--- src/design/assert_macros.svh ---
// Assertion macros for the design files that check themselves.
`ifndef ASSERT_MACROS_SVH
`define ASSERT_MACROS_SVH

// Same-cycle implication, checked on clk, off while rst_n is low
`define CHK_SAME(lbl, pre, post, msg) \
  lbl: assert property (@(posedge clk) disable iff (!rst_n) (pre) |-> (post)) \
    else $error(msg);

// Next-cycle implication, checked on clk, off while rst_n is low
`define CHK_NEXT(lbl, pre, post, msg) \
  lbl: assert property (@(posedge clk) disable iff (!rst_n) (pre) |=> (post)) \
    else $error(msg);

`endif

--- src/design/sfrfd_pkg.sv ---
// Shared types and constants for the sensor frame receiver and float decoder.
`default_nettype none

package sfrfd_pkg;

  // Field widths
  localparam int unsigned BYTE_W  = 8;
  localparam int unsigned FLEN_W  = 5;
  localparam int unsigned WORD_W  = 32;
  localparam int unsigned HUND_W  = 8;
  localparam int unsigned SIG_W   = 24;
  localparam int unsigned SH_W    = 5;
  localparam int unsigned CFG_IDX_W = 2;

  // Configuration register indexes
  localparam logic [CFG_IDX_W-1:0] CFG_FIRST_HEADER  = 2'd0;
  localparam logic [CFG_IDX_W-1:0] CFG_SECOND_HEADER = 2'd1;
  localparam logic [CFG_IDX_W-1:0] CFG_FRAME_LENGTH  = 2'd2;

  // Configuration reset values
  localparam logic [BYTE_W-1:0] FIRST_HEADER_RST  = 8'hAA;
  localparam logic [BYTE_W-1:0] SECOND_HEADER_RST = 8'h55;
  localparam logic [FLEN_W-1:0] FRAME_LENGTH_RST  = 5'd14;

  // Frame layout: payload word sits in bytes 8..11
  localparam int unsigned WORD_BYTE_LO = 8;
  localparam int unsigned WORD_BYTES   = 4;

  // Single-precision decode constants
  localparam logic [7:0]  EXP_ALL_ONES = 8'hFF;
  localparam logic [7:0]  EXP_INT      = 8'd150;  // exponent where the LSB weighs 1
  localparam logic [7:0]  EXP_SAT      = 8'd158;  // first exponent at 2^31
  localparam logic [7:0]  SH_ZERO_HUND = 8'd31;   // right shift where hundredths vanish
  localparam logic [SIG_W-1:0] SIG_HIDDEN_ONLY = 24'h800000;
  localparam logic [WORD_W-1:0] WHOLE_POS_SAT = 32'h7FFFFFFF;
  localparam logic [WORD_W-1:0] WHOLE_NEG_SAT = 32'h80000000;
  localparam logic [6:0]  HUND_SCALE   = 7'd100;

  // Unpacked value between the unpack and scale stages
  typedef struct packed {
    logic              neg;
    logic              bad;
    logic [WORD_W-1:0] whole;
    logic [SIG_W-1:0]  frac;
    logic [SH_W-1:0]   sh;
    logic [WORD_W-1:0] raw;
  } sfrfd_unpk_t;

endpackage

`default_nettype wire

--- src/design/sensor_frame_receiver_float_decode.sv ---
// Top level: sensor frame receiver with exact single-precision decode.
//
//  channel | dir | handshake              | words
//  --------+-----+------------------------+--------------------------------------------
//  in_     | in  | in_valid / in_stall    | in_rx_byte, one serial byte per word
//  out_    | out | out_valid / out_stall  | whole_part, hundredths, raw_bits, invalid
//  cfg_    | in  | cfg_valid / cfg_ready  | cfg_index, cfg_data (header, header, length)
//
// One input word per cycle while in_stall is low. A completed frame's result
// passes through the frame word register, unpack register and result register.
// Reset loads the default headers and length, empties the fill count and the
// pipeline; no clearing pass, cfg_ready is always high.
// out_stall backs up through the three registers; in_stall rises only when
// all three hold a result and out_stall is high.
`default_nettype none
`include "assert_macros.svh"

module sensor_frame_receiver_float_decode import sfrfd_pkg::*; #(
  parameter int unsigned STORE_DEPTH = 20
) (
  input  wire logic                   clk,
  input  wire logic                   rst_n,
  input  wire logic                   cfg_valid,
  output logic                        cfg_ready,
  input  wire logic [CFG_IDX_W-1:0]   cfg_index,
  input  wire logic [BYTE_W-1:0]      cfg_data,
  input  wire logic                   in_valid,
  output logic                        in_stall,
  input  wire logic [BYTE_W-1:0]      in_rx_byte,
  output logic                        out_valid,
  input  wire logic                   out_stall,
  output logic signed [WORD_W-1:0]    out_whole_part,
  output logic signed [HUND_W-1:0]    out_hundredths,
  output logic        [WORD_W-1:0]    out_raw_bits,
  output logic                        out_invalid
);

  logic              wd_valid, wd_stall;
  logic [WORD_W-1:0] wd_bits;
  logic              up_valid, up_stall;
  sfrfd_unpk_t       up_data;

  assign cfg_ready = 1'b1;

  // Framing and word capture
  sfrfd_frame #(.STORE_DEPTH(STORE_DEPTH)) u_frame (
    .clk        (clk),
    .rst_n      (rst_n),
    .cfg_valid  (cfg_valid),
    .cfg_index  (cfg_index),
    .cfg_data   (cfg_data),
    .in_valid   (in_valid),
    .in_stall   (in_stall),
    .in_rx_byte (in_rx_byte),
    .wd_valid   (wd_valid),
    .wd_stall   (wd_stall),
    .wd_bits    (wd_bits)
  );

  // Float unpack and integer part
  sfrfd_unpack u_unpack (
    .clk      (clk),
    .rst_n    (rst_n),
    .wd_valid (wd_valid),
    .wd_stall (wd_stall),
    .wd_bits  (wd_bits),
    .up_valid (up_valid),
    .up_stall (up_stall),
    .up_data  (up_data)
  );

  // Hundredths and result register
  sfrfd_scale u_scale (
    .clk            (clk),
    .rst_n          (rst_n),
    .up_valid       (up_valid),
    .up_stall       (up_stall),
    .up_data        (up_data),
    .out_valid      (out_valid),
    .out_stall      (out_stall),
    .out_whole_part (out_whole_part),
    .out_hundredths (out_hundredths),
    .out_raw_bits   (out_raw_bits),
    .out_invalid    (out_invalid)
  );

  // Checks
  `CHK_SAME(a_bad_no_hund, out_valid && out_invalid, out_hundredths == 8'sd0, "invalid word with nonzero hundredths")
  `CHK_SAME(a_hund_range, out_valid, out_hundredths >= -8'sd99 && out_hundredths <= 8'sd99, "hundredths out of range")
  `CHK_SAME(a_stall_chain, in_stall, out_valid && out_stall, "input stalled while output drains")
  `CHK_SAME(a_subnorm_whole, out_valid && out_raw_bits[30:23] == 8'd0, out_whole_part == 32'sd0 && !out_invalid, "subnormal with integer part")

endmodule

`default_nettype wire

--- src/design/sfrfd_frame.sv ---
// Framing stage: header check, fill count, payload byte capture and word register.
`default_nettype none

module sfrfd_frame import sfrfd_pkg::*; #(
  parameter int unsigned STORE_DEPTH = 20
) (
  input  wire logic                 clk,
  input  wire logic                 rst_n,
  input  wire logic                 cfg_valid,
  input  wire logic [CFG_IDX_W-1:0] cfg_index,
  input  wire logic [BYTE_W-1:0]    cfg_data,
  input  wire logic                 in_valid,
  output logic                      in_stall,
  input  wire logic [BYTE_W-1:0]    in_rx_byte,
  output logic                      wd_valid,
  input  wire logic                 wd_stall,
  output logic [WORD_W-1:0]         wd_bits
);

  localparam int unsigned CW   = $clog2(STORE_DEPTH + 1);
  localparam int unsigned CMPW = (CW > FLEN_W) ? CW : FLEN_W;

  logic [BYTE_W-1:0] fh_r, sh_r;
  logic [FLEN_W-1:0] flen_r;
  logic [CW-1:0]     cnt_r, cnt_nxt, cnt_inc;
  logic [BYTE_W-1:0] st0_r, st0_nxt, st1_r, st1_nxt;
  logic [BYTE_W-1:0] hi_r [WORD_BYTES];
  logic [BYTE_W-1:0] hi_nxt [WORD_BYTES];
  logic              done;
  logic              accept;
  logic              wd_valid_r;
  logic [WORD_W-1:0] wd_bits_r;

  assign in_stall = wd_valid_r && wd_stall;
  assign accept   = in_valid && !in_stall;
  assign wd_valid = wd_valid_r;
  assign wd_bits  = wd_bits_r;

  // Configuration registers
  always_ff @(posedge clk) begin
    if (!rst_n) begin
      fh_r   <= FIRST_HEADER_RST;
      sh_r   <= SECOND_HEADER_RST;
      flen_r <= FRAME_LENGTH_RST;
    end else if (cfg_valid) begin
      case (cfg_index)
        CFG_FIRST_HEADER:  fh_r   <= cfg_data;
        CFG_SECOND_HEADER: sh_r   <= cfg_data;
        CFG_FRAME_LENGTH:  flen_r <= cfg_data[FLEN_W-1:0];
        default: ;
      endcase
    end
  end

  // Store the byte, then check the header and the length, resync, wrap at STORE_DEPTH
  always_comb begin
    st0_nxt = st0_r;
    st1_nxt = st1_r;
    for (int i = 0; i < WORD_BYTES; i++) hi_nxt[i] = hi_r[i];
    done    = 1'b0;
    cnt_inc = cnt_r + 1'b1;

    if (cnt_r == CW'(0)) st0_nxt = in_rx_byte;
    if (cnt_r == CW'(1)) st1_nxt = in_rx_byte;
    for (int i = 0; i < WORD_BYTES; i++) begin
      if (cnt_r == CW'(WORD_BYTE_LO + i)) hi_nxt[i] = in_rx_byte;
    end

    cnt_nxt = cnt_inc;
    if (cnt_inc >= CW'(2)) begin
      if (st0_nxt == fh_r && st1_nxt == sh_r) begin
        if (CMPW'(cnt_inc) == CMPW'(flen_r)) begin
          done    = 1'b1;
          cnt_nxt = '0;
        end
      end else if (in_rx_byte == fh_r) begin
        // resync on a fresh first-header byte
        st0_nxt = fh_r;
        cnt_nxt = CW'(1);
      end
    end
    if (cnt_nxt >= CW'(STORE_DEPTH)) cnt_nxt = '0;
  end

  // Frame state
  always_ff @(posedge clk) begin
    if (!rst_n) begin
      cnt_r <= '0;
    end else if (accept) begin
      cnt_r <= cnt_nxt;
    end
  end

  always_ff @(posedge clk) begin
    if (accept) begin
      st0_r <= st0_nxt;
      st1_r <= st1_nxt;
      for (int i = 0; i < WORD_BYTES; i++) hi_r[i] <= hi_nxt[i];
    end
  end

  // Completed frame word register
  always_ff @(posedge clk) begin
    if (!rst_n) begin
      wd_valid_r <= 1'b0;
    end else if (accept) begin
      wd_valid_r <= done;
    end else if (!wd_stall) begin
      wd_valid_r <= 1'b0;
    end
  end

  always_ff @(posedge clk) begin
    if (accept && done) begin
      wd_bits_r <= {hi_nxt[3], hi_nxt[2], hi_nxt[1], hi_nxt[0]};
    end
  end

endmodule

`default_nettype wire

--- src/design/sfrfd_unpack.sv ---
// Unpack stage: splits the single, handles specials and saturation, integer part.
`default_nettype none

module sfrfd_unpack import sfrfd_pkg::*; (
  input  wire logic              clk,
  input  wire logic              rst_n,
  input  wire logic              wd_valid,
  output logic                   wd_stall,
  input  wire logic [WORD_W-1:0] wd_bits,
  output logic                   up_valid,
  input  wire logic              up_stall,
  output sfrfd_unpk_t            up_data
);

  logic              up_valid_r;
  sfrfd_unpk_t       up_data_r, up_nxt;
  logic              accept;
  logic [7:0]        expo, ex, shv;
  logic [22:0]       mant;
  logic [SIG_W-1:0]  sig;
  logic [2:0]        lsh;
  logic [WORD_W-1:0] mag;

  assign wd_stall = up_valid_r && up_stall;
  assign accept   = wd_valid && !wd_stall;
  assign up_valid = up_valid_r;
  assign up_data  = up_data_r;

  assign expo = wd_bits[30:23];
  assign mant = wd_bits[22:0];
  assign ex   = (expo == 8'd0) ? 8'd1 : expo;
  assign sig  = {(expo != 8'd0), mant};
  assign shv  = EXP_INT - ex;
  assign lsh  = 3'(ex - EXP_INT);

  // Classify and split into integer and fraction
  always_comb begin
    up_nxt.neg   = wd_bits[31];
    up_nxt.bad   = 1'b0;
    up_nxt.whole = '0;
    up_nxt.frac  = '0;
    up_nxt.sh    = '0;
    up_nxt.raw   = wd_bits;
    mag          = '0;

    if (expo == EXP_ALL_ONES) begin
      // NaN reads zero, infinity saturates
      up_nxt.bad = 1'b1;
      if (mant == 23'd0) up_nxt.whole = wd_bits[31] ? WHOLE_NEG_SAT : WHOLE_POS_SAT;
    end else if (ex >= EXP_SAT) begin
      if (wd_bits[31] && ex == EXP_SAT && sig == SIG_HIDDEN_ONLY) begin
        up_nxt.whole = WHOLE_NEG_SAT;
      end else begin
        up_nxt.bad   = 1'b1;
        up_nxt.whole = wd_bits[31] ? WHOLE_NEG_SAT : WHOLE_POS_SAT;
      end
    end else if (ex >= EXP_INT) begin
      mag          = {8'd0, sig} << lsh;
      up_nxt.whole = wd_bits[31] ? (~mag + 1'b1) : mag;
    end else if (shv < SH_ZERO_HUND) begin
      mag          = {8'd0, sig} >> shv[SH_W-1:0];
      up_nxt.whole = wd_bits[31] ? (~mag + 1'b1) : mag;
      up_nxt.frac  = sig & ~({SIG_W{1'b1}} << shv[SH_W-1:0]);
      up_nxt.sh    = shv[SH_W-1:0];
    end
    // tiny magnitudes leave the whole, fraction and shift zero
  end

  always_ff @(posedge clk) begin
    if (!rst_n) begin
      up_valid_r <= 1'b0;
    end else if (accept) begin
      up_valid_r <= 1'b1;
    end else if (!up_stall) begin
      up_valid_r <= 1'b0;
    end
  end

  always_ff @(posedge clk) begin
    if (accept) up_data_r <= up_nxt;
  end

endmodule

`default_nettype wire

--- src/design/sfrfd_scale.sv ---
// Scale stage: fraction times 100, truncated, signed, into the result register.
`default_nettype none

module sfrfd_scale import sfrfd_pkg::*; (
  input  wire logic                     clk,
  input  wire logic                     rst_n,
  input  wire logic                     up_valid,
  output logic                          up_stall,
  input  wire sfrfd_unpk_t              up_data,
  output logic                          out_valid,
  input  wire logic                     out_stall,
  output logic signed [WORD_W-1:0]      out_whole_part,
  output logic signed [HUND_W-1:0]      out_hundredths,
  output logic        [WORD_W-1:0]      out_raw_bits,
  output logic                          out_invalid
);

  localparam int unsigned PROD_W = SIG_W + 7;

  logic              out_valid_r;
  logic [WORD_W-1:0] whole_r, raw_r;
  logic [HUND_W-1:0] hund_r, hund_nxt;
  logic              bad_r;
  logic [PROD_W-1:0] prod, prod_sh;
  logic [6:0]        h;
  logic              accept;

  assign up_stall = out_valid_r && out_stall;
  assign accept   = up_valid && !up_stall;

  // Exact hundredths: (frac * 100) >> sh
  assign prod     = {7'd0, up_data.frac} * {{(PROD_W-7){1'b0}}, HUND_SCALE};
  assign prod_sh  = prod >> up_data.sh;
  assign h        = prod_sh[6:0];
  assign hund_nxt = up_data.neg ? (~{1'b0, h} + 1'b1) : {1'b0, h};

  always_ff @(posedge clk) begin
    if (!rst_n) begin
      out_valid_r <= 1'b0;
    end else if (accept) begin
      out_valid_r <= 1'b1;
    end else if (!out_stall) begin
      out_valid_r <= 1'b0;
    end
  end

  always_ff @(posedge clk) begin
    if (accept) begin
      whole_r <= up_data.whole;
      hund_r  <= hund_nxt;
      raw_r   <= up_data.raw;
      bad_r   <= up_data.bad;
    end
  end

  assign out_valid      = out_valid_r;
  assign out_whole_part = $signed(whole_r);
  assign out_hundredths = $signed(hund_r);
  assign out_raw_bits   = raw_r;
  assign out_invalid    = bad_r;

endmodule

`default_nettype wire
--- config.mk ---
export PLATFORM = sky130hd
export DESIGN_NAME = sensor_frame_receiver_float_decode
export DESIGN_NICKNAME = d
export VERILOG_FILES = /design/src/design/sfrfd_pkg.sv /design/src/design/sensor_frame_receiver_float_decode.sv /design/src/design/sfrfd_frame.sv /design/src/design/sfrfd_unpack.sv /design/src/design/sfrfd_scale.sv
export VERILOG_INCLUDE_DIRS = /design/src /design/src/design
export SDC_FILE = /design/constraint.sdc
export NUM_CORES = 1
export LEC_CHECK = 0
export BUFFER_PORTS_ARGS = -buffer_cell sky130_fd_sc_hd__buf_2
export CAP_MARGIN = 20
export CORE_UTILIZATION = 40
export CTS_CLUSTER_DIAMETER = 80
export DETAILED_ROUTE_END_ITERATION = 10
export PLACE_DENSITY = 0.58
export SYNTH_ARGS = -nofsm -noshare
export SYNTH_HDL_FRONTEND = slang
export SYNTH_SLANG_ARGS = --single-unit
--- constraint.sdc ---
create_clock -name clk -period 8 [get_ports clk]
set_clock_uncertainty 0.2 [all_clocks]
set_input_delay 0 -clock clk [delete_from_list [all_inputs] [get_ports clk]]
set_output_delay 0 -clock clk [all_outputs]
set_load 0.005 [all_outputs]
==> impl_metrics.ini <==
[synth]
synth_common_cells = 247 x edfxtp_1, 191 x nand2_1, 119 x nor2_1
syn_nets = 1996
synth_top_area_share_pct = 38.7
synth_compound_area_share_pct = 17.9
synthAdderAreaFrac_pct = 7.60
ys_top_cells_by_area = edfxtp_1 39%, ha_1 5.6%, nand2_1 3.7%
synth.ff_latch_count = 276
synth_simple_gate_area_share_pct = 15.0
syn_avg_cell_area_um2 = 10.3
syn_inst = 1868
synth.most_common_cell = edfxtp_1
yosysSeqAreaShare_pct = 41.8
ys_types = 103
synth_top_family_by_area = compound AO/OA/AOI/OAI gates
synth.area.mux_share_pct = 9.96
synth_edf_count = 247
yosysTopAreaCell = edfxtp_1
synthFlopType = edfxtp_1
yosys_warnings = 0
synth_area_um2 = 19200
async_flop_share_pct = 0
synth_xor_area_share_pct = 3.84

[worst_setup_path]
critPathKind = flop to flop
timing.rr.start = u_frame.wd_bits[26]
cp_data_arrival_time_ns = 6.59
end_kind = flop
regToRegSetupSlack_ns = 1.56
reg2reg_to = u_unpack.up_data[85]
r2r_cells = 11
required_ns = 8.14
crit_fanout = 22
start_kind = flop

[die]
num_io_pins = 99
start_util_pct = 40.9
die_h_um = 221
num_rows = 79
die_w_um = 221
dieArea_um2 = 48800
core-area_um2 = 46900

[clocking]
cts-root-buf = clkbuf_16
cts_buffers = 30
post_cts_resized = 0
cts_max_level = 1
clk_pin_slew_worst_paths_ns = 0.06
clock_latency_ns = 0.61
cts_tree = yes
numClockSinks = 276
cts_max_path_buffers = 3

[hold_path]
hp-start = cfg_data[4]
min_to = u_frame.flen_r[4]
holdPathStages = 4
min_path_type = input port to flop

[sta]
slew_viol_final = 0
worst_pin_slew_ns = 1.13
hold_viol_final = 0
fmax_mhz = 155
grt_setup_unrepaired = no
final.min_clock_period_ns = 6.44
min_period_over_period_pct = 80.6
tns_ns = 0
hold_slack_ns = 0.0335
setup_viol = 0
relSlewSlack_pct = 24.6

[power_and_ir_drop]
internal_power_mw = 2.49
seq_power_share_pct = 50.6
combPwrFrac_pct = 3.6
p_per_area_nw_per_um2 = 145
leakagePower_nw = 8.14
p_clk_share_pct = 45.8
switching_power_uw = 657
irDropWorstVdd_mv = 0.167
p_sw_share_pct = 20.9

[placement]
globalplace.congestion = 0.980
dp_hpwl_um = 43900
portBuffers = 97

[grt]
grt-ovfl-total = 0
grt_util_met3_pct = 3.17
antenna_found_initial = 1
grt_pass1_wl_um = 92500
busiest_layer = met2
met2_usage_pct = 37.9
grt_usage_pct = 24.2
grt_pass1_vias = 15100
grt_max_degree = 67
met1_usage_pct = 35.1

[finish]
nets = 2068
num_antenna_cells = 0
synthToLayoutAreaGrowth_pct = 13.1
drive_gt1_share_pct = 14.7

[detailed_routing]
wl_per_cell_um = 23.6
dr_total_vias = 15900
drt_iter0_markers = 1539
drt_first_pass_iters = 8
routed_wl_um = 60700
drc_errors = 5
via_per_inst = 6.17
ant_nets = 0

[run]
maxCapViolCount = 0

[outcome]
violations = DRC
status = complete, but fails checks
per-stage QoR:
| stage | power, mW | std cells | util, % | area (um^2) | worst slack, ns |
|---|---|---|---|---|---|
| after floorplan | 1.68 | 1868 | - | 19200 | 1.55 |
| after global placement | 1.71 | 2463 | 42.9 | 20100 | 1.90 |
| after detailed placement | 1.71 | 2464 | 42.9 | 20100 | 1.85 |
| after CTS | 3.17 | 2571 | 46.2 | 21700 | 1.83 |
| after global routing | 3.24 | 2571 | 46.2 | 21700 | 1.19 |
| final | 3.14 | 2571 | 46.2 | 21700 | 1.56 |
state kept, by name (all words and copies together) (netlist names), 5 cells and up:
register / count
u_frame.st0_r: 8
u_frame.flen_r: 5
u_scale.out_hundredths: 8
u_frame.sh_r: 8
u_frame.cnt_r: 5
u_scale.out_raw_bits: 32
u_frame.st1_r: 8
u_frame.hi_r: 32
u_scale.out_whole_part: 32
u_frame.fh_r: 8
u_frame.wd_bits: 32
u_unpack.up_data: 94
area by class of cell:
type / instances / area, um^2
Fill cell: 4467 / 25200
Multi-Input combinational cell: 1403 / 10400
Sequential cell: 276 / 8000
Timing Repair Buffer: 181 / 1260
Clock buffer: 33 / 762
Tap cell: 607 / 759
Clock inverter: 23 / 264
Inverter: 48 / 180
timing repair:
item / in CTS / in global routing
hold buffers: 51 / 0
buffers inserted: 0 / 0
hold endpoints to repair: 133 / 0
kinds of logic (layout without fill, tap and decap cells):
family                   Yosys count  in the layout
AND/OR/NAND/NOR                  574            574
XOR/XNOR                          84             84
buffers and inverters            189            285
flip-flops                       276            276
other                              1              1
AO/OA/AOI/OAI                    488            488
adder cells (fa/ha/maj)          105            105
multiplexers                     151            151
layer usage:
layer  share of wire, %  vias to the layer above
met5                  0                        -
met4                2.5                        0
met3                7.3                      102
met2                 45                      679
met1                 45                     7796
li1                   -                     7295
critical path, stage by stage (launching register included):
cell      delay, ns
edfxtp_1       0.69
nor4_4         0.91
a31oi_1        0.49
o21ai_1        0.43
nand2_1        0.52
o311ai_0       0.86
a21oi_1        0.35
nor4_4         0.41
nand2_1        0.32
or3_1          0.46
a31oi_2        0.39
o21ai_1        0.13
power by group through the flow:
stage	Clock, mW	Combinational (mW)	Sequential (mW)
4_1_cts	1.46	0.113	1.59
5_1_grt	1.53	0.123	1.59
6_report	1.44	0.113	1.59
3_3_place_gp	0	0.0922	1.62
2_1_floorplan	0	0.0669	1.62
3_5_place_dp	0	0.0945	1.62
how the worst max path moves through the flow:
stage	cells past startpoint	from	endpoint	slack [ns]
after floorplan	1	u_unpack.up_valid	u_scale.out_hundredths[0]	1.55
after global placement	11	u_frame.wd_bits[26]	u_unpack.up_data[85]	1.90
after detailed placement	11	u_frame.wd_bits[26]	u_unpack.up_data[85]	1.85
after CTS	11	u_frame.wd_bits[26]	u_unpack.up_data[85]	1.83
after global routing	11	u_frame.wd_bits[26]	u_unpack.up_data[87]	1.19
final	11	u_frame.wd_bits[26]	u_unpack.up_data[85]	1.56
cells in the final DEF, fill, tap and decap left out, types with 30 or more instances in the layout:
cell type / Yosys / layout
clkbuf_16: 0 / 30
a21oi_1: 96 / 96
edfxtp_1: 247 / 247
o21ai_0: 91 / 91
buf_2: 8 / 97
nand3_1: 39 / 39
inv_1: 45 / 44
buf_4: 1 / 32
mux2i_1: 71 / 71
nor3_1: 46 / 46
mux2_2: 56 / 56
ha_1: 86 / 86
dlygate4sd3_1: 0 / 51
xnor2_1: 53 / 52
xor2_1: 31 / 31
nor2_1: 119 / 119
a211oi_1: 32 / 32
nand2_1: 191 / 191
(Power assumes the default switching activity.)
